--- src/rtl/mecodo_pkg.sv ---
// ----------------------------------------------------------------------------
// mecodo_pkg
// Types, constants and tables shared by the mecanum odometry integrator.
// ----------------------------------------------------------------------------
package mecodo_pkg;

	localparam int WHEELS       = 4;
	localparam int CORDIC_STEPS = 16;
	localparam int VEL_N        = 3;
	localparam int ATAN_W       = 5;
	localparam int ITER_CW      = ATAN_W + 1;
	localparam int CFG_IDX_W    = 8;

	localparam logic [CFG_IDX_W-1:0] CFG_DPC = 8'd0;
	localparam logic [CFG_IDX_W-1:0] CFG_IWB = 8'd1;

	localparam logic [31:0] DPC_RESET  = 32'd658842;
	localparam logic [31:0] IWB_RESET  = 32'd1310720;
	localparam logic [31:0] HEAD_SCALE = 32'd683565276;
	localparam logic [31:0] INV_GAIN   = 32'd2608131496;
	localparam logic [31:0] US_PER_S   = 32'd1000000;
	localparam logic [31:0] RATE_LIM   = 32'd2148;

	typedef enum logic [3:0] {
		MUL_NONE, MUL_D0, MUL_D1, MUL_D2, MUL_D3, MUL_LIM, MUL_W,
		MUL_H0, MUL_H1, MUL_GX, MUL_GY, MUL_N0, MUL_N1, MUL_N2
	} mul_op_t;

	typedef enum logic [4:0] {
		ST_NONE, ST_S0, ST_S1, ST_S2, ST_S3, ST_LIM, ST_MIX, ST_DTH,
		ST_P1, ST_HEAD, ST_GX, ST_GY, ST_N0, ST_N1, ST_N2, ST_FOLD
	} st_op_t;

	typedef struct packed {
		logic              load;
		mul_op_t           mul_op;
		st_op_t            st_op;
		logic              div_start;
		logic              iter;
		logic [ATAN_W-1:0] iter_idx;
		logic              commit;
	} dp_cmd_t;

	typedef struct packed {
		logic div_done;
	} dp_sts_t;

	// arctangent of 2^-i in binary-angle units
	function automatic logic [31:0] atan_angle(logic [ATAN_W-1:0] i);
		logic [31:0] a;
		case (i)
			5'd0:  a = 32'd536870912;
			5'd1:  a = 32'd316933406;
			5'd2:  a = 32'd167458907;
			5'd3:  a = 32'd85004756;
			5'd4:  a = 32'd42667331;
			5'd5:  a = 32'd21354465;
			5'd6:  a = 32'd10679838;
			5'd7:  a = 32'd5340245;
			5'd8:  a = 32'd2670163;
			5'd9:  a = 32'd1335087;
			5'd10: a = 32'd667544;
			5'd11: a = 32'd333772;
			5'd12: a = 32'd166886;
			5'd13: a = 32'd83443;
			5'd14: a = 32'd41722;
			5'd15: a = 32'd20861;
			5'd16: a = 32'd10430;
			5'd17: a = 32'd5215;
			5'd18: a = 32'd2608;
			5'd19: a = 32'd1304;
			5'd20: a = 32'd652;
			5'd21: a = 32'd326;
			5'd22: a = 32'd163;
			5'd23: a = 32'd81;
			5'd24: a = 32'd41;
			5'd25: a = 32'd20;
			5'd26: a = 32'd10;
			5'd27: a = 32'd5;
			5'd28: a = 32'd3;
			5'd29: a = 32'd1;
			5'd30: a = 32'd1;
			default: a = 32'd0;
		endcase
		return a;
	endfunction

endpackage

--- src/rtl/mecodo_ctrl.sv ---
// ----------------------------------------------------------------------------
// mecodo_ctrl
// Sequencer of the odometry integrator: multiply steps, rotation, commit.
// ----------------------------------------------------------------------------
module mecodo_ctrl
	import mecodo_pkg::*;
(
	input  logic    clk,
	input  logic    arst_n,
	input  logic    in_valid,
	output logic    in_ready,
	output logic    out_valid,
	input  logic    out_ready,
	input  dp_sts_t sts,
	output dp_cmd_t cmd
);

	typedef enum logic [3:0] {
		S_IDLE   = 4'b0001,
		S_SEQ    = 4'b0010,
		S_ITER   = 4'b0100,
		S_COMMIT = 4'b1000
	} state_t;

	localparam logic [4:0] SEQ_LAST = 5'd17;

	state_t             state_q;
	logic [4:0]         step_q;
	logic [ITER_CW-1:0] it_q;
	logic               out_valid_q;
	logic               iter_on;
	logic               commit;
	mul_op_t            seq_mul;
	st_op_t             seq_st;

	assign iter_on = (state_q == S_ITER) && (it_q < ITER_CW'(CORDIC_STEPS));
	assign commit  = (state_q == S_COMMIT) && (!out_valid_q || out_ready);

	// product is registered, so each store of a product takes the previous step's multiply
	always_comb begin
		seq_mul = MUL_NONE;
		seq_st  = ST_NONE;
		unique case (step_q)
			5'd0:  begin seq_mul = MUL_D0;  end
			5'd1:  begin seq_mul = MUL_D1;  seq_st = ST_S0;   end
			5'd2:  begin seq_mul = MUL_D2;  seq_st = ST_S1;   end
			5'd3:  begin seq_mul = MUL_D3;  seq_st = ST_S2;   end
			5'd4:  begin seq_mul = MUL_LIM; seq_st = ST_S3;   end
			5'd5:  begin seq_st = ST_LIM;   end
			5'd6:  begin seq_st = ST_MIX;   end
			5'd7:  begin seq_mul = MUL_W;   end
			5'd8:  begin seq_st = ST_DTH;   end
			5'd9:  begin seq_mul = MUL_H0;  end
			5'd10: begin seq_mul = MUL_H1;  seq_st = ST_P1;   end
			5'd11: begin seq_mul = MUL_GX;  seq_st = ST_HEAD; end
			5'd12: begin seq_mul = MUL_GY;  seq_st = ST_GX;   end
			5'd13: begin seq_mul = MUL_N0;  seq_st = ST_GY;   end
			5'd14: begin seq_mul = MUL_N1;  seq_st = ST_N0;   end
			5'd15: begin seq_mul = MUL_N2;  seq_st = ST_N1;   end
			5'd16: begin seq_st = ST_N2;    end
			5'd17: begin seq_st = ST_FOLD;  end
			default: begin seq_mul = MUL_NONE; end
		endcase
	end

	always_comb begin
		cmd           = '0;
		cmd.load      = (state_q == S_IDLE) && in_valid;
		cmd.mul_op    = (state_q == S_SEQ) ? seq_mul : MUL_NONE;
		cmd.st_op     = (state_q == S_SEQ) ? seq_st : ST_NONE;
		cmd.div_start = (state_q == S_SEQ) && (step_q == SEQ_LAST);
		cmd.iter      = iter_on;
		cmd.iter_idx  = it_q[ATAN_W-1:0];
		cmd.commit    = commit;
	end

	always_ff @(posedge clk or negedge arst_n) begin
		if (!arst_n) begin
			state_q     <= S_IDLE;
			step_q      <= '0;
			it_q        <= '0;
			out_valid_q <= 1'b0;
		end else begin
			if (commit) out_valid_q <= 1'b1;
			else if (out_ready) out_valid_q <= 1'b0;
			unique case (state_q)
				S_IDLE: begin
					step_q <= '0;
					if (in_valid) state_q <= S_SEQ;
				end
				S_SEQ: begin
					step_q <= step_q + 1'b1;
					if (step_q == SEQ_LAST) begin
						it_q    <= '0;
						state_q <= S_ITER;
					end
				end
				S_ITER: begin
					if (iter_on) it_q <= it_q + 1'b1;
					else if (sts.div_done) state_q <= S_COMMIT;
				end
				S_COMMIT: begin
					if (commit) state_q <= S_IDLE;
				end
				default: state_q <= S_IDLE;
			endcase
		end
	end

	assign in_ready  = (state_q == S_IDLE);
	assign out_valid = out_valid_q;

endmodule

--- config.mk ---
export PLATFORM = sky130hd
export DESIGN_NAME = mecodo_ctrl
export DESIGN_NICKNAME = d
export VERILOG_FILES = /design/src/rtl/mecodo_pkg.sv /design/src/rtl/mecodo_ctrl.sv
export SDC_FILE = /design/constraint.sdc
export NUM_CORES = 1
export LEC_CHECK = 0
export ABC_AREA = 1
export BUFFER_PORTS_ARGS = -buffer_cell sky130_fd_sc_hd__clkbuf_2
export CAP_MARGIN = 20
export CORE_MARGIN = 5
export CORE_UTILIZATION = 40
export DETAILED_ROUTE_END_ITERATION = 12
export HOLD_SLACK_MARGIN = 0.06
export SYNTH_ARGS = -nofsm -noshare
export SYNTH_HDL_FRONTEND = slang
export SYNTH_SLANG_ARGS = --single-unit
--- constraint.sdc ---
create_clock -name clk -period 1.9 [get_ports clk]
set_clock_uncertainty 0.1 [all_clocks]
set_input_delay 0.19 -clock clk [delete_from_list [all_inputs] [get_ports clk]]
set_output_delay 0.19 -clock clk [all_outputs]
set_load 0.01 [all_outputs]
==> results of run 1 <==
==> stage by stage <==
stage | setup TNS (ns) | setup WS [ns] | total power (W)
finish | -0.866 | -0.185 | 0.00140
global route | -2.07 | -0.340 | 0.00153
CTS | -1.05 | -0.178 | 0.00133
detailed placement | -0.0280 | -0.0280 | 0.00100
global placement | 0 | 0.0169 | 0.000995
floorplan | 0 | 0.242 | 0.000833
==> sequential cells by signal, summed over array words and instances (netlist names) <==
signal,cells
it_q,6
out_valid,1
state_q,4
step_q,5
==> cells by family after synthesis <==
family | after synthesis | synth area share (%)
DFF | 16 | 32.4
AOI/OAI and AO/OA | 31 | 14.3
other | 1 | 0.302
buffers and inverters | 39 | 14.3
adders and majority gates | 6 | 6.05
and+or+nand+nor | 86 | 32.7
==> synth_stat cells <==
cell,n,area share (%)
a21oi_1,6,2.4
a22o_1,1,0.71
a31oi_1,3,1.5
a41oi_1,1,0.71
and2_1,1,0.50
buf_2,1,0.40
buf_4,8,4.8
conb_1,1,0.30
dfrtp_1,15,30
dfstp_2,1,2.1
ha_1,6,6.0
inv_1,26,7.9
inv_2,4,1.2
nand2_1,36,11
nand2_2,1,0.50
nand3_1,11,4.4
nand3_4,1,1.4
nand4_1,3,1.5
nor2_1,23,7.0
nor2_2,4,2.0
nor2_4,4,3.6
nor3_1,2,0.81
o211ai_1,1,0.61
o21ai_0,12,4.8
o21ai_1,2,0.81
o22ai_1,3,1.5
o31ai_1,2,1.2
==> per-layer routing <==
metal / up-vias / wire length (um)
li1: 627 / -
met1: 586 / 1370
met2: 25 / 1550
met3: 6 / 107
met4: 0 / 37
met5: - / 0
==> power by group through the flow <==
| stage | registers, W | clock network [W] | logic [W] |
|---|---|---|---|
| 2_1_floorplan | 0.000422 | 0 | 0.000411 |
| 3_3_place_gp | 0.000425 | 0 | 0.000571 |
| 3_5_place_dp | 0.000427 | 0 | 0.000577 |
| 4_1_cts | 0.000438 | 0.000232 | 0.000662 |
| 5_1_grt | 0.000454 | 0.000255 | 0.000822 |
| 6_report | 0.000442 | 0.000226 | 0.000734 |
==> timing repair <==
item / CTS / global route
hold buffers: 2 / 0
resized for setup: 21 / 22
pin swaps: 5 / 6
setup buffers: 2 / 3
hold endpoints to repair: 17 / 0
endpoints found under the setup margin: 8 / 8
==> worst paths after layout <==
check                           startpoint         end  slack, ns  cells past startpoint
worst max register to register   step_q[0]     it_q[2]       0.30                      8
worst min-delay path              in_valid  state_q[1]       0.07                      3
min in group asynchronous           arst_n     it_q[0]       0.26                      2
max in group asynchronous           arst_n  state_q[0]       1.12                      2
worst min register to register     it_q[5]     it_q[5]       0.40                      2
worst max-delay path             step_q[1]      cmd[8]      -0.19                      8
==> worst max-delay path, cell delays in order (launching register included) <==
cell and delay (ns):
dfrtp_2 0.47, ha_4 0.19, nand2_1 0.14, inv_1 0.10
nand2_1 0.06, o21ai_0 0.08, nor3_1 0.28, nor2_2 0.07
buf_2 0.14
==> final cells by class <==
class,count,area (sq um)
Multi-Input combinational cell,124,763
Inverter,30,120
Sequential cell,16,405
Fill cell,316,1420
Timing Repair Buffer,34,216
Clock buffer,4,36.3
Tap cell,33,41.3
==> results.md, run 1 <==
- Global route total overflow: 0
- Via/cell ratio: 5.16
- Violations in the final reports: negative setup slack
- Count of H-tree levels built during CTS: 1
- Net switching component of the power: 0.000608 W
- Leading cell type in the layout, fill and taps excluded: nand2_1
- Net switching share of the total power: a little over two fifths
- Cell internal pwr: 0.000793 W
- Worst ir drop on vdd: ~0.58 mV
- Data required time of the worst path: 1.61 ns
- Post-synthesis instance area: approximately 1200 sq um
- Gate count of the mapped netlist: 179
- Clock insertion delay at the later pin of the skew report: roughly 0.29 ns
- Initial Util: 41.3%
- Combinational fraction of design power: 52.3%
- Number of nets in the layout: 220
- Wire length of the first global-routing pass: around 5.2 mm
- Growth of design area from synthesis to finish: 27.5%
- Clock root buffer: clkbuf_4
- Final routed DRC violation total: 0
- GRT met1 Usage: 18.1%
- Number of storage elements in the synthesis netlist: 16
- Number of pins with negative max-slew slack in the final report: 0
- Worst Hold Slack: 0.0748 ns
- Hpwl dp: 2.26 mm
- Placed cell areas: between 1000 and 1500 sq um
- Kind of end point of the critical path: output pin
- Share of total power in the clock network: 16.1%
- Pre-Repair DR Iteration Count: 4
- Final setup violation count: 8
- WL/cell: roughly 13 um
- Setup WS post-layout: -0.185 ns
- Weighted congestion reported at the end of routability-driven placement: between 0.8 and 0.9
- Setup repair after global routing missed its margin: true
- Antenna violations before repair: 0
- Clk sink count: 16
- Net count after synthesis: 190
- Port bufs: 23
- CP startpoint kind: flip-flop
- Fraction of layout instances using a drive strength above 1: 37.5%
- MaxCap Viol Count: 0
- TritonCTS Buffers: 3
- Antenna diodes: 0
- Routed via count: 1244
- Total Wirelength: 3.07 mm
- Hold violation count in the final report: 0
- Largest net degree at the start of global routing: 17
- Overall routing resource usage: 15.2%
- Design area: 1580 sq um
- Global routing's busiest layer: met2
- Site Rows: 20
- Number of I/O pins: 25
- P_leak: 0.813 nW
- Sequential fraction of design power: 31.5%
- Met2 track demand over resource in global routing: 27.8%
- P per Cell Area: 886 nW/um^2
- Die span in x: approximately 66 um
- Placed instance count: 230
- Met3 Usage GRT: 3.93%
- Highest net fanout along the worst path: 4
- Area enclosed by the die boundary: between 4000 and 5000 sq um
- Syn Area/Cell: 6.93 sq um
- Detailed router's first-iteration violation count: 77
- Result of the run: finished with violations
- Commonest non-fill, non-tap cells in the layout: 31 x nand2_1, 20 x inv_1, 20 x clkbuf_2
- Clock slew seen by the registers of the worst setup and hold paths: 0.10 ns
- Type of the worst setup path: flip-flop to output pin
- Core area: 3000 sq um
- HP Class: primary input to flip-flop
- Core Util, Final: 52.7%
- Register area share after synthesis: 32.4%
- Clock tree from TritonCTS: done
- Number of buffers on the longest clock path: 2
- Vias in the first global route: ~1200
- Period Utilization, post-route: 110%
- Crit path DAT: approximately 1.8 ns
- Post-route insts no fill: 241
- Yosys synthesis warning count: 0
- Final antenna-violating net count: 0
- Die boundary height: ~66 um
- Minimum clock period: 2.09 ns
- Maximum operating frequency: 480 MHz
- Post-synthesis cell type count: 27
Note: power is estimated with default switching activity, not from simulation.
==> inputs of run 2 (changes only) <==
- GPL_TIMING_DRIVEN: default -> 0
==> run 2 against run 1 <==
Net effect: clock-buffer cell count stayed put; critical path depth is 3 higher; the run still ends with negative setup slack left; via count is 2.6% higher.
==> results.md, run 2 (synthesized netlist as in run 1, its figures left out) <==
- Result of the run: finished with violations
- Violations in the final reports: negative setup slack
- Timing startpoint of the critical path: step_q[0]
- P per Cell Area: 859 nW/um^2
- TritonCTS Buffers: 3
- P_leak: 0.863 nW
- Wire length on met3: 111 um
- Placed cell areas: 1400 sq um
- Site Rows: 20
- Total Wirelength: 3.12 mm
- Detailed router's first-iteration violation count: 37
- HP Class: primary input to flip-flop
- Final routed DRC violation total: 0
- Clock slew seen by the registers of the worst setup and hold paths: about 0.1 ns
- Kind of end point of the critical path: output pin
- Hpwl dp: around 2.2 mm
- Clock root buffer: clkbuf_4
- Routed met2 length: 1.62 mm
- Routed metal-1 wirelength: 1.38 mm
- Clock insertion delay at the later pin of the skew report: 0.29 ns
- Clock tree from TritonCTS: done
- Sum of internal, switching and leakage power: 0.00142 W
- Vias in the first global route: 1235
- MaxCap Viol Count: 0
- Design area: between 1500 and 2000 sq um
- Count of H-tree levels built during CTS: 1
- Type of the worst setup path: flip-flop to output pin
- Final setup violation count: 8
- Combinational fraction of design power: 51.8%
- Cell internal pwr: 0.000793 W
- Number of I/O pins: 25
- Net switching component of the power: approximately 0.00062 W
- Core area: 3000 sq um
- Leading cell type in the layout, fill and taps excluded: nand2_1
- Antenna violations before repair: 0
- CP startpoint kind: flip-flop
- Sequential fraction of design power: 32.1%
- Port bufs: 23
- Worst ir drop on vdd: 0.681 mV
- Number of buffers on the longest clock path: 2
- Routed via count: 1276
- Number of pins with negative max-slew slack in the final report: 0
- Crit path DAT: 1.81 ns
- Register with the most flip-flops: it_q
- Setup repair after global routing missed its margin: true
- Largest net degree at the start of global routing: 17
- Fraction of layout instances using a drive strength above 1: 41.3%
- Initial Util: between 40% and 50%
- Growth of design area from synthesis to finish: 32.9%
- Hold violation count in the final report: 0
- Share of total power in the clock network: roughly 16%
- Antenna diodes: 0
- Number of nets in the layout: 230
- Max FFs per register: 6
- Overall routing resource usage: 15.5%
- Post-placement setup slack: -0.0499 ns
- Weighted congestion reported at the end of routability-driven placement: 0.859
- Die boundary height: 65.7 um
- Period Utilization, post-route: 110%
- Commonest non-fill, non-tap cells in the layout: 29 x nand2_1, 21 x inv_1, 20 x nor2_1
- WL/cell: 12.4 um
- Area enclosed by the die boundary: 4320 sq um
- Global route total overflow: 0
- Net switching share of the total power: 44.1%
- Registers with the most flip-flops: it_q x6, step_q x5, state_q x4
- Worst r2r src: step_q[1]
- Clk sink count: 16
- Minimum clock period: 2.10 ns
- Maximum operating frequency: 477 MHz
- Via/cell ratio: 5.08
- Data required time of the worst path: 1.61 ns
- Wire length of the first global-routing pass: ~5.3 mm
- Die span in x: 65.7 um
- Final antenna-violating net count: 0
- Worst Hold Slack: around 0.085 ns
- Beginning of the worst hold path: in_valid
- Top layer used by detailed routing: met4
- Pre-Repair DR Iteration Count: 4
- Setup WS post-layout: -0.197 ns
- Highest net fanout along the worst path: 4
[run 2: cell types whose count changed in the layout (fill, tap and decap cells not counted), moves of 2 or more]
cell | before | now
buf_4 | 7 | 18
buf_2 | 2 | 6
buf_6 | 3 | 0
nand2_2 | 5 | 8
clkbuf_2 | 20 | 18
dfrtp_1 | 12 | 10
dfrtp_2 | 3 | 5
nand2_1 | 31 | 29
nor2_2 | 7 | 5
[run 2: worst paths after layout]
check | to | slack [ns] | cells past startpoint
worst max-delay path | cmd[8] | -0.20 | 11
worst min-delay path | state_q[1] | 0.09 | 3
worst max register to register | it_q[2] | 0.21 | 9
worst min register to register | it_q[5] | 0.40 | 2
max in group asynchronous | state_q[0] | 1.13 | 2
min in group asynchronous | it_q[4] | 0.25 | 2
[run 2: layer usage]
metal / global-route usage, % / up-vias
li1: - / 653
met1: 19.4 / 598
met2: 26.8 / 23
met3: 3.59 / 2
met4: 3.63 / 0
met5: 0 / -
[run 2: repair_timing]
action                     4_1_cts  5_1_grt
setup endpoints to repair        8       10
hold endpoints to repair        17        0
hold buffers                     2        0
gates resized for setup         22       22
pin swaps                        9        9
setup buffers                    5        5
[run 2: power by group through the flow]
stage,registers [W],clock network (W),logic (W)
2_1_floorplan,0.000422,0,0.000411
3_5_place_dp,0.000429,0,0.000553
4_1_cts,0.000446,0.000240,0.000659
3_3_place_gp,0.000428,0,0.000551
5_1_grt,0.000461,0.000252,0.000822
6_report,0.000455,0.000228,0.000734
[run 2: area by class of cell]
cell class              instances  area [sq um]
plain buffers                   9          65.1
inverters                      30           120
flip-flops and latches         16           408
repair buffers                 35           210
clock buffers                   4          36.3
multi-input cells             124           768
well taps                      33          41.3
fillers                       292          1350
[run 2: critical path, cell delays in order (launching register included)]
cell	delay [ns]
dfrtp_2	0.48
ha_4	0.18
inv_2	0.03
nor2_1	0.09
ha_2	0.23
nor2_4	0.05
nand2_2	0.08
nor2_4	0.03
nand2_1	0.06
nand2_1	0.05
nor2_2	0.11
clkbuf_2	0.13
[run 2: metrics by stage]
step | utilization, % | TNS [ns] | cells
5_1_grt | 54.9 | -1.81 | 251
6_report | 54.9 | -1.05 | 251
2_1_floorplan | - | 0 | 179
3_3_place_gp | 46.5 | 0 | 235
4_1_cts | 52.0 | -1.02 | 246
3_5_place_dp | 46.5 | -0.0499 | 235
==> inputs of run 3 (changes only) <==
- PLACE_DENSITY: default -> 0.71
==> run 3 against run 2 <==
Net effect: largest cell class unchanged; worst hold slack got worse by 0.010 ns; maximum frequency decreased by 0.25%; the flow still finishes with violations (negative setup slack); register-to-register slack improved by 0.12 ns; final area decreased by 4.0%; largest power group unchanged; highest routed layer unchanged.
==> results.md, run 3 (synthesized netlist as in run 1, its figures left out) <==
- Sequential fraction of design power: about a third
- Critical path's most frequent cell: nand2_1
- Die boundary height: 65.7 um
- Growth of design area from synthesis to finish: 27.5%
- Clock root buffer: clkbuf_4
- Port bufs: 23
- Number of pins with negative max-slew slack in the final report: 0
- Net switching component of the power: 0.000589 W
- Initial Util: between 40 and 50%
- Setup repair after global routing missed its margin: true
- Critical Path, Cell by Cell: ha_4 > nand2_1 > inv_1 > nand2_1 > o21ai_0 > nor3_1 > nor2_2 > clkbuf_2
- Vias in the first global route: 1217
- Highest-delay cell along the critical path: dfrtp_2
- Final setup violation count: 8
- P per Cell Area: 840 nW/um^2
- Antenna violations before repair: 0
- Count of H-tree levels built during CTS: 1
- TritonCTS Buffers: 3
- Die span in x: about 66 um
- Max FFs per register: 6
- Wire length of the first global-routing pass: 5.00 mm
- Overall routing resource usage: 14.8%
- Maximum operating frequency: 476 MHz
- Post-placement setup slack: 0.000289 ns
- Core area: 3000 sq um
- Violations in the final reports: negative setup slack
- Worst reg-to-reg setup slack: 0.33 ns
- Global route total overflow: 0
- Worst Hold Slack: 0.0749 ns
- Type of the worst setup path: flip-flop to output pin
- Clk sink count: 16
- Clock tree from TritonCTS: done
- Hpwl dp: 2.16 mm
- Largest net degree at the start of global routing: 17
- Number of I/O pins: 25
- Pre-Repair DR Iteration Count: 6
- Number of nets in the layout: between 200 and 250
- Cell internal pwr: between 0.0007 and 0.0008 W
- Final routed DRC violation total: 0
- MaxCap Viol Count: 0
- Highest net fanout along the worst path: 4
- Sum of internal, switching and leakage power: around 0.0013 W
- Routed via count: between 1000 and 1500
- P_leak: 0.830 nW
- Clock insertion delay at the later pin of the skew report: 0.29 ns
- Combinational fraction of design power: 51.9%
- CP startpoint kind: flip-flop
- Worst ir drop on vdd: 0.424 mV
- Share of total power in the clock network: between 10 and 15%
- Core Util, Final: around 53%
- Leading cell type in the layout, fill and taps excluded: nand2_1
- Area enclosed by the die boundary: 4320 sq um
- Site Rows: 20
- Weighted congestion reported at the end of routability-driven placement: 0.856
- Data required time of the worst path: 1.61 ns
- Minimum clock period: 2.10 ns
- Register with the most flip-flops: it_q
- Final antenna-violating net count: 0
- Detailed router's first-iteration violation count: 62
- Fraction of layout instances using a drive strength above 1: 38.3%
- Via/cell ratio: 5.10
- Total Wirelength: ~2.9 mm
- Kind of end point of the critical path: output pin
- Antenna diodes: 0
- Setup WS post-layout: -0.202 ns
- WL/cell: 11.7 um
- Result of the run: finished with violations
- Hold violation count in the final report: 0
- Slowest stage delay, CP: approximately 0.48 ns
- Post-route insts no fill: about 250
- Crit path DAT: 1.81 ns
- Commonest non-fill, non-tap cells in the layout: 31 x nand2_1, 20 x inv_1, 19 x nor2_1
- Number of buffers on the longest clock path: 2
- Net switching share of the total power: 44.3%
- Clock slew seen by the registers of the worst setup and hold paths: 0.10 ns
- HP Class: primary input to flip-flop
- Registers with the most flip-flops: it_q x6, step_q x5, state_q x4
- Placed instance count: 235
- Period Utilization, post-route: 111%
## run 3: cell types whose count changed in the layout (fill, tap and decap cells not counted), sizes merged
cell,change
buf,-3
clkbuf,-1
## run 3: worst max-delay path: cells and delay by family, from the launching register on
family,cells,cell delay (ns)
flip-flops,1,0.48
adder cells (fa/ha/maj),1,0.19
AND/OR/NAND/NOR,4,0.53
AO/OA/AOI/OAI,1,0.08
buffers and inverters,2,0.23
## run 3: path summary, 6_finish.rpt
| path | start | end | depth (start not counted) |
|---|---|---|---|
| min reg2reg | it_q[5] | it_q[5] | 2 |
| max reg2reg | step_q[1] | it_q[2] | 8 |
| max in group asynchronous | arst_n | state_q[0] | 2 |
| min in group asynchronous | arst_n | it_q[1] | 2 |
| max | step_q[0] | cmd[8] | 8 |
| min | in_valid | state_q[1] | 3 |
## run 3: area by class of cell
cell class	instances	area, sq um
inverters	30	118
well taps	33	41.3
flip-flops and latches	16	407
fillers	301	1420
repair buffers	31	180
multi-input cells	124	746
plain buffers	9	65.1
clock buffers	4	26.3
## run 3: repair_timing
item                                    4_1_cts  5_1_grt
resized for setup                            19       21
hold endpoints to repair                     17        0
hold buffers                                  2        0
setup buffers                                 4        2
pin swaps                                     4        3
endpoints found under the setup margin        8        9
## run 3: metrics by stage
step           TNS, ns  instance area (sq um)
2_1_floorplan        0                   1240
3_3_place_gp         0                   1400
3_5_place_dp         0                   1400
4_1_cts         -0.845                   1530
5_1_grt          -1.57                   1580
6_report        -0.700                   1580
## run 3: power by group through the flow
| stage | sequential, W | clock (W) | combinational [W] |
|---|---|---|---|
| after floorplan | 0.000422 | 0 | 0.000411 |
| after global placement | 0.000429 | 0 | 0.000544 |
| after detailed placement | 0.000429 | 0 | 0.000551 |
| after CTS | 0.000445 | 0.000193 | 0.000638 |
| after global routing | 0.000453 | 0.000203 | 0.000793 |
| final | 0.000448 | 0.000192 | 0.000690 |
## run 3: routing by layer
metal	vias to the layer above	share of wire, %	GRT usage [%]
li1	645	-	-
met1	576	44	18.2
met2	34	50	24.8
met3	5	4.7	3.25
met4	0	1.4	5.70
met5	-	0	0
